--- src/sv/assert_macros.svh ---
// Assertion macros for the bucketed hash table.
// Uses clk and rst_n from the scope where the macro is expanded.
`ifndef ASSERT_MACROS_SVH
`define ASSERT_MACROS_SVH
`ifndef SYNTHESIS
`define BHT_ASSERT(lbl, prop) \
  lbl: assert property (@(posedge clk) disable iff (!rst_n) prop) \
    else $error("bht assertion failed");
`define BHT_ASSERT_ALWAYS(lbl, prop) \
  lbl: assert property (@(posedge clk) prop) \
    else $error("bht assertion failed");
`else
`define BHT_ASSERT(lbl, prop)
`define BHT_ASSERT_ALWAYS(lbl, prop)
`endif
`endif

--- src/sv/bht_pkg.sv ---
// Shared widths, request types and status codes of the bucketed hash table.
// No dependencies.
`timescale 1ns / 1ps
package bht_pkg;
  localparam int KEY_W     = 31;
  localparam int VAL_W     = 32;
  localparam int STATUS_W  = 3;
  localparam int ENT_W     = 1 + KEY_W + VAL_W;

  localparam logic REQ_INSERT = 1'b0;
  localparam logic REQ_REMOVE = 1'b1;

  localparam logic [STATUS_W-1:0] ST_INSERTED  = 3'd0;
  localparam logic [STATUS_W-1:0] ST_REPLACED  = 3'd1;
  localparam logic [STATUS_W-1:0] ST_REMOVED   = 3'd2;
  localparam logic [STATUS_W-1:0] ST_NOT_FOUND = 3'd3;
  localparam logic [STATUS_W-1:0] ST_FULL      = 3'd4;
endpackage

--- src/sv/bht_ifs.sv ---
// Request and response channel interfaces (valid/ready).
// Depends on bht_pkg.
`timescale 1ns / 1ps
interface bht_req_if;
  import bht_pkg::*;
  logic             valid;
  logic             ready;
  logic             req_type;
  logic [KEY_W-1:0] key;
  logic [VAL_W-1:0] value_word;
  modport source(output valid, req_type, key, value_word, input ready);
  modport sink(input valid, req_type, key, value_word, output ready);
endinterface

interface bht_rsp_if;
  import bht_pkg::*;
  logic                valid;
  logic                ready;
  logic [STATUS_W-1:0] status;
  logic                table_empty;
  modport source(output valid, status, table_empty, input ready);
  modport sink(input valid, status, table_empty, output ready);
endinterface

--- src/sv/bucketed_hash_table.sv ---
// Bucketed key/value table, top level: sequencer, slot RAM and remainder unit.
// Depends on bht_pkg, bht_ifs, bht_ram, bht_mod and assert_macros.svh.
//
//   channel   dir  fields                        transfer when
//   in_req    in   req_type, key, value_word     valid & ready
//   out_rsp   out  status, table_empty           valid & ready
//
// Between one input transfer and the next the sequencer finds the key remainder
// (reciprocal multiply, then multiply-subtract), then reads and compares each slot
// in turn (a key hit ends the scan), then writes back and returns to idle.
// The slot RAM's single read port sets the per-slot cost. After reset a clearing
// pass zeroes all BUCKETS*SLOTS RAM words; in_req.ready stays low meanwhile.
// A stalled response holds the write-back of the following request.
`timescale 1ns / 1ps
`include "assert_macros.svh"
module bucketed_hash_table #(
  parameter int BUCKETS = 10,
  parameter int SLOTS   = 4
) (
  input  logic      clk,
  input  logic      rst_n,
  bht_req_if.sink   in_req,
  bht_rsp_if.source out_rsp
);
  import bht_pkg::*;

  localparam int TOTAL = BUCKETS * SLOTS;
  localparam int AW    = $clog2(TOTAL);
  localparam int CW    = $clog2(TOTAL + 1);
  localparam int SCW   = $clog2(SLOTS + 1);
  localparam int RW    = $clog2(BUCKETS);

  typedef enum logic [2:0] {S_CLEAR, S_IDLE, S_DIV, S_RD, S_CHK, S_WR} state_t;

  state_t              state_r;
  logic [AW-1:0]       clr_cnt_r;
  logic [AW-1:0]       base_r;
  logic [SCW-1:0]      scan_r;
  logic                hit_r;
  logic [SCW-1:0]      hit_slot_r;
  logic                free_r;
  logic [SCW-1:0]      free_slot_r;
  logic                remove_r;
  logic [KEY_W-1:0]    key_r;
  logic [VAL_W-1:0]    val_r;
  logic [CW-1:0]       entry_cnt_r;
  logic [CW-1:0]       entry_cnt_nxt;
  logic                out_valid_r;
  logic [STATUS_W-1:0] out_status_r;
  logic [STATUS_W-1:0] status_nxt;
  logic                out_empty_r;

  logic                in_acc;
  logic                mod_done;
  logic [RW-1:0]       mod_rem;
  logic                ram_we;
  logic [AW-1:0]       ram_waddr;
  logic [ENT_W-1:0]    ram_wdata;
  logic                ram_re;
  logic [AW-1:0]       ram_raddr;
  logic [ENT_W-1:0]    ram_rdata;
  logic                rd_valid;
  logic [KEY_W-1:0]    rd_key;
  logic                match;
  logic                out_free;
  logic                do_write;
  logic [SCW-1:0]      sel_slot;

  assign in_req.ready = (state_r == S_IDLE);
  assign in_acc       = in_req.valid && in_req.ready;

  bht_mod #(.BUCKETS(BUCKETS)) u_mod (
    .clk   (clk),
    .rst_n (rst_n),
    .start (in_acc),
    .key   (in_req.key),
    .done  (mod_done),
    .rem   (mod_rem)
  );

  bht_ram #(.WIDTH(ENT_W), .DEPTH(TOTAL)) u_slots (
    .clk   (clk),
    .we    (ram_we),
    .waddr (ram_waddr),
    .wdata (ram_wdata),
    .re    (ram_re),
    .raddr (ram_raddr),
    .rdata (ram_rdata)
  );

  // RAM word: {valid, key, value}
  always_comb begin
    rd_valid  = ram_rdata[ENT_W-1];
    rd_key    = ram_rdata[ENT_W-2 -: KEY_W];
    match     = rd_valid && (rd_key == key_r);
    out_free  = !out_valid_r || out_rsp.ready;
    do_write  = (remove_r == REQ_REMOVE) ? hit_r : (hit_r || free_r);
    sel_slot  = hit_r ? hit_slot_r : free_slot_r;
    ram_re    = (state_r == S_RD);
    ram_raddr = base_r + AW'(scan_r);
    if (state_r == S_CLEAR) begin
      ram_we    = 1'b1;
      ram_waddr = clr_cnt_r;
      ram_wdata = '0;
    end else begin
      ram_we    = (state_r == S_WR) && out_free && do_write;
      ram_waddr = base_r + AW'(sel_slot);
      ram_wdata = {(remove_r != REQ_REMOVE), key_r, val_r};
    end

    entry_cnt_nxt = entry_cnt_r;
    if (remove_r == REQ_REMOVE) begin
      if (hit_r) begin
        status_nxt    = ST_REMOVED;
        entry_cnt_nxt = entry_cnt_r - 1'b1;
      end else begin
        status_nxt = ST_NOT_FOUND;
      end
    end else if (hit_r) begin
      status_nxt = ST_REPLACED;
    end else if (free_r) begin
      status_nxt    = ST_INSERTED;
      entry_cnt_nxt = entry_cnt_r + 1'b1;
    end else begin
      status_nxt = ST_FULL;
    end
  end

  always_ff @(posedge clk) begin
    if (!rst_n) begin
      state_r     <= S_CLEAR;
      clr_cnt_r   <= '0;
      entry_cnt_r <= '0;
      out_valid_r <= 1'b0;
    end else begin
      if (out_rsp.ready && (state_r != S_WR)) begin
        out_valid_r <= 1'b0;
      end
      case (state_r)
        S_CLEAR: begin
          clr_cnt_r <= clr_cnt_r + 1'b1;
          if (clr_cnt_r == AW'(TOTAL - 1)) begin
            state_r <= S_IDLE;
          end
        end
        S_IDLE: begin
          if (in_acc) begin
            remove_r <= in_req.req_type;
            key_r    <= in_req.key;
            val_r    <= in_req.value_word;
            hit_r    <= 1'b0;
            free_r   <= 1'b0;
            state_r  <= S_DIV;
          end
        end
        S_DIV: begin
          if (mod_done) begin
            base_r  <= AW'(AW'(mod_rem) * AW'(SLOTS));
            scan_r  <= '0;
            state_r <= S_RD;
          end
        end
        S_RD: begin
          state_r <= S_CHK;
        end
        S_CHK: begin
          if (match) begin
            hit_r      <= 1'b1;
            hit_slot_r <= scan_r;
            state_r    <= S_WR;
          end else begin
            if (!rd_valid && !free_r) begin
              free_r      <= 1'b1;
              free_slot_r <= scan_r;
            end
            if (scan_r == SCW'(SLOTS - 1)) begin
              state_r <= S_WR;
            end else begin
              scan_r  <= scan_r + 1'b1;
              state_r <= S_RD;
            end
          end
        end
        S_WR: begin
          if (out_free) begin
            entry_cnt_r  <= entry_cnt_nxt;
            out_status_r <= status_nxt;
            out_empty_r  <= (entry_cnt_nxt == '0);
            out_valid_r  <= 1'b1;
            state_r      <= S_IDLE;
          end
        end
        default: begin
          state_r <= S_IDLE;
        end
      endcase
    end
  end

  assign out_rsp.valid       = out_valid_r;
  assign out_rsp.status      = out_status_r;
  assign out_rsp.table_empty = out_empty_r;

  `BHT_ASSERT(a_cnt_bound, entry_cnt_r <= CW'(TOTAL))
  `BHT_ASSERT(a_we_states, ram_we |-> (state_r == S_CLEAR || state_r == S_WR))
  `BHT_ASSERT(a_empty_flag, out_rsp.valid |-> (out_rsp.table_empty == (entry_cnt_r == '0)))
  `BHT_ASSERT_ALWAYS(a_clear_on_reset, !rst_n |=> (state_r == S_CLEAR && !out_rsp.valid))
endmodule

--- src/sv/bht_ram.sv ---
// Generic single-write, single-read RAM with registered read data.
// No dependencies.
`timescale 1ns / 1ps
module bht_ram #(
  parameter int WIDTH = 64,
  parameter int DEPTH = 40
) (
  input  logic                     clk,
  input  logic                     we,
  input  logic [$clog2(DEPTH)-1:0] waddr,
  input  logic [WIDTH-1:0]         wdata,
  input  logic                     re,
  input  logic [$clog2(DEPTH)-1:0] raddr,
  output logic [WIDTH-1:0]         rdata
);
  logic [WIDTH-1:0] mem [DEPTH];

  always_ff @(posedge clk) begin
    if (we) begin
      mem[waddr] <= wdata;
    end
    if (re) begin
      rdata <= mem[raddr];
    end
  end
endmodule

--- src/sv/bht_mod.sv ---
// Remainder unit: key modulo BUCKETS by reciprocal multiplication.
// Depends on bht_pkg.
`timescale 1ns / 1ps
module bht_mod #(
  parameter int BUCKETS = 10
) (
  input  logic                       clk,
  input  logic                       rst_n,
  input  logic                       start,
  input  logic [bht_pkg::KEY_W-1:0]  key,
  output logic                       done,
  output logic [$clog2(BUCKETS)-1:0] rem
);
  import bht_pkg::*;

  localparam int RW = $clog2(BUCKETS);
  localparam int MW = KEY_W + 1;
  localparam int PW = KEY_W + MW;
  localparam int SH = KEY_W + $clog2(BUCKETS);
  // ceil(2^SH / BUCKETS): exact quotient for every KEY_W-bit key
  localparam longint unsigned MUL_C =
    ((64'd1 << SH) + 64'(BUCKETS) - 64'd1) / 64'(BUCKETS);
  localparam logic [MW-1:0] MUL_K = MW'(MUL_C);

  logic             ph1_r;
  logic             ph2_r;
  logic             done_r;
  logic [KEY_W-1:0] key_r;
  logic [KEY_W-1:0] quo_r;
  logic [RW-1:0]    rem_r;
  logic [PW-1:0]    prod;
  logic [KEY_W-1:0] quo_nxt;
  logic [KEY_W-1:0] qb;
  logic [RW-1:0]    rem_nxt;

  always_comb begin
    prod    = PW'(key_r) * PW'(MUL_K);
    quo_nxt = KEY_W'(prod >> SH);
    qb      = quo_r * KEY_W'(BUCKETS);
    rem_nxt = RW'(key_r - qb);
  end

  always_ff @(posedge clk) begin
    if (!rst_n) begin
      ph1_r  <= 1'b0;
      ph2_r  <= 1'b0;
      done_r <= 1'b0;
    end else begin
      ph1_r  <= start;
      ph2_r  <= ph1_r;
      done_r <= ph2_r;
      if (start) begin
        key_r <= key;
      end
      if (ph1_r) begin
        quo_r <= quo_nxt;
      end
      if (ph2_r) begin
        rem_r <= rem_nxt;
      end
    end
  end

  assign done = done_r;
  assign rem  = rem_r;
endmodule
--- src/flat_wrapper.sv ---
// flat-port wrapper written by rule: the top's interface ports become plain ports
module bucketed_hash_table_flat import bht_pkg::*;
#(
  parameter int BUCKETS = 10,
  parameter int SLOTS   = 4
)
  (clk, rst_n, in_req_valid, in_req_req_type, in_req_key, in_req_value_word, in_req_ready, out_rsp_valid, out_rsp_status, out_rsp_table_empty, out_rsp_ready);
  bht_req_if in_req_i ();
  bht_rsp_if out_rsp_i ();
  input  logic clk;
  input  logic rst_n;
  input wire logic [$bits(in_req_i.valid)-1:0] in_req_valid;
  input wire logic [$bits(in_req_i.req_type)-1:0] in_req_req_type;
  input wire logic [$bits(in_req_i.key)-1:0] in_req_key;
  input wire logic [$bits(in_req_i.value_word)-1:0] in_req_value_word;
  output wire logic [$bits(in_req_i.ready)-1:0] in_req_ready;
  output wire logic [$bits(out_rsp_i.valid)-1:0] out_rsp_valid;
  output wire logic [$bits(out_rsp_i.status)-1:0] out_rsp_status;
  output wire logic [$bits(out_rsp_i.table_empty)-1:0] out_rsp_table_empty;
  input wire logic [$bits(out_rsp_i.ready)-1:0] out_rsp_ready;
  assign in_req_i.valid = in_req_valid;
  assign in_req_i.req_type = in_req_req_type;
  assign in_req_i.key = in_req_key;
  assign in_req_i.value_word = in_req_value_word;
  assign in_req_ready = in_req_i.ready;
  assign out_rsp_valid = out_rsp_i.valid;
  assign out_rsp_status = out_rsp_i.status;
  assign out_rsp_table_empty = out_rsp_i.table_empty;
  assign out_rsp_i.ready = out_rsp_ready;
  bucketed_hash_table #(.BUCKETS(BUCKETS), .SLOTS(SLOTS)) u_core (.clk(clk), .rst_n(rst_n), .in_req(in_req_i), .out_rsp(out_rsp_i));
endmodule
--- config.mk ---
export PLATFORM = sky130hd
export DESIGN_NAME = bucketed_hash_table_flat
export DESIGN_NICKNAME = d
export VERILOG_FILES = /design/src/sv/bht_pkg.sv /design/src/sv/bht_ifs.sv /design/src/sv/bucketed_hash_table.sv /design/src/sv/bht_ram.sv /design/src/sv/bht_mod.sv /design/src/flat_wrapper.sv
export VERILOG_INCLUDE_DIRS = /design/src /design/src/sv
export SDC_FILE = /design/constraint.sdc
export NUM_CORES = 2
export LEC_CHECK = 0
export BUFFER_PORTS_ARGS = -buffer_cell sky130_fd_sc_hd__buf_4
export CAP_MARGIN = 0
export CORE_ASPECT_RATIO = 0.7
export CORE_MARGIN = 2
export CORE_UTILIZATION = 45
export CTS_CLUSTER_DIAMETER = 100
export DETAILED_ROUTE_END_ITERATION = 8
export SETUP_SLACK_MARGIN = 0.1
export SLEW_MARGIN = 20
export SYNTH_ARGS = -nofsm -noshare
export SYNTH_HDL_FRONTEND = slang
export SYNTH_HIERARCHICAL = 1
export SYNTH_SLANG_ARGS = --single-unit
--- constraint.sdc ---
create_clock -name clk -period 13.79 [get_ports clk]
set_input_delay 2.758 -clock clk [delete_from_list [all_inputs] [get_ports clk]]
set_output_delay 2.758 -clock clk [all_outputs]
set_load 0.01 [all_outputs]
==> metrics.txt <==
# TYPE chip_impl_metric gauge
chip_impl_info{name="path_cells",value="ha_1 -> fa_1 -> fa_1 -> fa_1 -> inv_1 -> fa_1 -> inv_1 -> fa_1 -> fa_1 -> inv_1 -> fa_1 -> inv_1 -> ha_1 -> nand2_1 -> o21ai_0 -> o21ai_0 -> a31oi_1 -> nor4_2 -> xnor2_1"} 1
chip_impl_info{name="hp-class",value="reg2reg"} 1
chip_impl_metric{name="worst_pin_slew",unit="ns"} 0.9958
chip_impl_metric{name="dp.final_hpwl",unit="um"} 88090
chip_impl_metric{name="data_required_time_at_the_worst_endpoint",unit="ns"} 14.22
chip_impl_metric{name="register_area",unit="mm^2"} 0.04245
chip_impl_metric{name="count_of_yosys_warnings_during_synthesis",unit=""} 6
chip_impl_metric{name="hold_ws",unit="ns"} 0.4236
chip_impl_metric{name="vias_in_the_first_global_route",unit=""} 31280
chip_impl_metric{name="finalHoldViolCount",unit=""} 0
chip_impl_info{name="worstSetupStartpointType",value="flop"} 1
chip_impl_metric{name="syn_avg_cell_area",unit="um^2"} 19.21
chip_impl_metric{name="synth_cells",unit=""} 3247
chip_impl_metric{name="antenna_left",unit=""} 0
chip_impl_info{name="worst_setup_path_end_kind",value="flop"} 1
chip_impl_info{name="hold_path_startpoint",value="u_core/u_mod/rem[2]$_DFFE_PP_"} 1
chip_impl_info{name="criticalPathCategory",value="reg2reg"} 1
chip_impl_metric{name="p_int",unit="W"} 0.006705
chip_impl_metric{name="post_synth_instance_area",unit="mm^2"} 0.06238
chip_impl_metric{name="comb_power_share",unit="%"} 1.0
chip_impl_metric{name="route.met2.wl",unit="um"} 64010
chip_impl_metric{name="cts_num_sinks",unit=""} 1420
chip_impl_metric{name="arrival",unit="ns"} 7.96
chip_impl_metric{name="postCtsSetupBuffers",unit=""} 0
chip_impl_metric{name="dr_wl_met3",unit="um"} 10150
chip_impl_metric{name="clkLatencyLatePin",unit="ns"} 0.74
chip_impl_metric{name="number_of_max_slew_violations_in_the_final_report",unit=""} 0
chip_impl_metric{name="timing.max_cap.violations",unit=""} 0
chip_impl_metric{name="place.port_buffers",unit=""} 41
chip_impl_metric{name="largest_net_degree_at_the_start_of_global_routing",unit=""} 144
chip_impl_metric{name="top_level_ports",unit=""} 74
chip_impl_info{name="path_common_cell",value="fa_1"} 1
chip_impl_metric{name="area_used_by_multi_input_combinational_logic",unit="mm^2"} 0.01845
chip_impl_metric{name="htree_levels",unit=""} 4
chip_impl_metric{name="clkPwrFrac",unit="%"} 42.3
chip_impl_metric{name="worst_hold_path.num_cells",unit=""} 0
chip_impl_metric{name="grt.overflow.total",unit=""} 0
chip_impl_metric{name="route.layer.met1.wl",unit="um"} 66050
chip_impl_metric{name="final_core_util",unit="%"} 50.32
chip_impl_metric{name="layout-drive-gt1-share",unit="%"} 22.29
chip_impl_metric{name="post_cts_resize_count",unit=""} 0
chip_impl_metric{name="cts_buffers",unit=""} 132
chip_impl_metric{name="ff2ff_path_depth",unit=""} 19
chip_impl_metric{name="synth_nets",unit=""} 3688
chip_impl_metric{name="routedWlPerCell",unit="um"} 26.94
chip_impl_metric{name="max-slew-margin-rel",unit="%"} 33.61
chip_impl_info{name="status",value="complete, no violations"} 1
chip_impl_info{name="crit-reg2reg-capture",value="u_core/u_mod/quo_r[2]$_DFFE_PP_"} 1
chip_impl_metric{name="route.vias.total",unit=""} 30040
chip_impl_info{name="maxUsedRoutingLayer",value="met5"} 1
chip_impl_metric{name="core_area",unit="mm^2"} 0.1378
chip_impl_metric{name="crit_fanout",unit=""} 5
chip_impl_info{name="worst_path_max_delay_cell",value="fa_1"} 1
chip_impl_info{name="grt_setup_unrepaired",value="false"} 1
chip_impl_metric{name="final_worst_path_cycle_share",unit="%"} 54.59
chip_impl_metric{name="fill_cells",unit=""} 11030
chip_impl_metric{name="drt-initial-drc-count",unit=""} 2950
chip_impl_metric{name="route.detailed.drc",unit=""} 0
chip_impl_info{name="crit_family",value="adder cells"} 1
chip_impl_metric{name="antenna_cells_inserted",unit=""} 0
chip_impl_metric{name="layout.cells.non_filler",unit=""} 5292
chip_impl_info{name="clockRootBuffer",value="clkbuf_16"} 1
chip_impl_metric{name="switching_share",unit="%"} 19.35
chip_impl_metric{name="dieHeight",unit="um"} 315.5
chip_impl_metric{name="worst_path_clk_slew",unit="ns"} 0.06
chip_impl_metric{name="timing.fmax",unit="MHz"} 132.8
chip_impl_metric{name="grt_usage",unit="%"} 20.42
chip_impl_metric{name="cts-hold-fix-buffers",unit=""} 0
chip_impl_metric{name="seq_power_share",unit="%"} 56.8
chip_impl_metric{name="dieArea",unit="mm^2"} 0.1417
chip_impl_metric{name="critical_path_buf_inv_count",unit=""} 4
chip_impl_metric{name="first_pass_iters",unit=""} 7
chip_impl_metric{name="skew",unit="ns"} 0.02210
chip_impl_metric{name="routed_wl",unit="um"} 142600
chip_impl_metric{name="layout-area-overhead-vs-synth",unit="%"} 11.14
chip_impl_metric{name="max-vdd-ir-drop",unit="V"} 0.00009580
chip_impl_metric{name="initial_antenna_violation_count",unit=""} 4
chip_impl_metric{name="clk_path_buf_depth",unit=""} 3
chip_impl_metric{name="largest_stage_delay_worst_path",unit="ns"} 0.68
chip_impl_metric{name="post-route-min-period",unit="ns"} 7.528
chip_impl_metric{name="finalSetupViolCount",unit=""} 0
chip_impl_info{name="clock_tree_from_tritoncts",value="yes"} 1
chip_impl_metric{name="dpl.cell_count",unit=""} 5056
chip_impl_info{name="reg2reg_from",value="u_core/u_mod/key_r[16]$_DFFE_PP_"} 1
chip_impl_metric{name="ff2ff_setup_slack",unit="ns"} 6.26
chip_impl_metric{name="power.net_switching",unit="W"} 0.001609
chip_impl_metric{name="final_nets",unit=""} 3775
chip_impl_metric{name="initial_util",unit="%"} 45.27
chip_impl_info{name="worst_hold_path.endpoint",value="u_core/base_r[4]$_DFFE_PP_"} 1
chip_impl_metric{name="tns",unit="ns"} 0
chip_impl_metric{name="power_per_cell_area",unit="mW/mm^2"} 119.9
chip_impl_metric{name="place.gp.congestion",unit=""} 0.8753
chip_impl_metric{name="routed_vias_inst",unit=""} 5.676
chip_impl_metric{name="die-width",unit="um"} 449
chip_impl_metric{name="grt_pass1_wl",unit="um"} 210500
chip_impl_metric{name="placement_rows",unit=""} 114
chip_impl_metric{name="power.leakage",unit="nW"} 23.88
[placed cells by master (no fill, tap or decap), types with 8 or more instances in the layout]
master / count
nand2_1: 103
fa_1: 174
and2_1: 28
nand4_1: 19
xnor2_1: 55
inv_1: 277
nand3_1: 27
ha_1: 197
a22oi_1: 9
clkbuf_1: 31
edfxtp_1: 1401
mux2_2: 45
dfxtp_1: 19
nor2_1: 26
mux2i_1: 60
a21oi_1: 62
nor3_1: 8
o21ai_0: 16
clkinv_2: 18
and2_2: 19
clkbuf_16: 137
nor2_4: 39
nor2b_1: 13
o22ai_1: 33
clkinv_1: 26
nand2b_1: 10
buf_4: 115
a2111oi_0: 10
mux4_2: 341
xor2_1: 12
[state kept, by name, summed over array words and instances, names as in the netlist, 3 cells and up]
register	cells
u_core/base_r	4
u_core/out_rsp.status	3
u_core/u_mod/rem	4
u_core/scan_r	3
u_core/clr_cnt_r	6
u_core/u_slots/mem	1280
u_core/state_r	3
u_core/u_slots/rdata	32
u_core/hit_slot_r	3
u_core/entry_cnt_r	6
u_core/free_slot_r	3
u_core/u_mod/quo_r	3
u_core/u_mod/key_r	31
u_core/key_r	31
[worst register-to-register path, stage by stage (launching register included)]
cell      delay (ns)
edfxtp_1        0.57
ha_1            0.44
fa_1            0.68
fa_1            0.54
fa_1            0.57
inv_1           0.07
fa_1            0.50
inv_1           0.06
fa_1            0.50
fa_1            0.55
inv_1           0.06
fa_1            0.52
inv_1           0.04
ha_1            0.29
nand2_1         0.05
o21ai_0         0.54
o21ai_0         0.24
a31oi_1         0.30
nor4_2          0.09
xnor2_1         0.62
[worst max path at each step]
stage	startpoint	to	depth (start not counted)
final	u_core/u_mod/key_r[16]$_DFFE_PP_	u_core/u_mod/quo_r[2]$_DFFE_PP_	19
after global routing	u_core/u_mod/key_r[16]$_DFFE_PP_	u_core/u_mod/quo_r[2]$_DFFE_PP_	19
after CTS	u_core/u_mod/key_r[16]$_DFFE_PP_	u_core/u_mod/quo_r[2]$_DFFE_PP_	19
after detailed placement	u_core/u_mod/key_r[16]$_DFFE_PP_	u_core/u_mod/quo_r[2]$_DFFE_PP_	19
after global placement	u_core/u_mod/key_r[16]$_DFFE_PP_	u_core/u_mod/quo_r[2]$_DFFE_PP_	19
after floorplan	out_rsp_ready	u_core/u_slots/mem[18][32]$_DFFE_PP_	6
[routing by layer]
metal | track usage [%] | vias to the layer above
li1 | - | 12770
met1 | 31.19 | 16110
met2 | 30.57 | 976
met3 | 3.959 | 172
met4 | 4.691 | 2
met5 | 0 | -
[cell type report]
type	count	share of cell area, %
multi-input combinational	1384	26.61
clock inverter	66	0.8013
tap	1856	3.350
clock buffer	170	5.152
timing repair buffer	119	1.361
inverter	277	1.500
sequential	1420	61.23
[through the flow]
step | total power, W | setup WS, ns | instance area, um^2
2_1_floorplan | 0.004845 | 7.179 | 62380
3_3_place_gp | 0.004889 | 6.529 | 65150
3_5_place_dp | 0.004893 | 6.495 | 65160
4_1_cts | 0.008398 | 6.447 | 69280
5_1_grt | 0.008565 | 6.160 | 69330
6_report | 0.008313 | 6.262 | 69330
[power groups by stage]
stage	Clock (W)	Sequential (W)	Combinational, W
6_report	0.00351	0.00472	0.0000807
2_1_floorplan	0	0.00481	0.0000364
5_1_grt	0.00376	0.00472	0.0000861
3_3_place_gp	0	0.00481	0.0000804
4_1_cts	0.00360	0.00472	0.0000822
3_5_place_dp	0	0.00481	0.0000817
(Power assumes the default switching activity.)
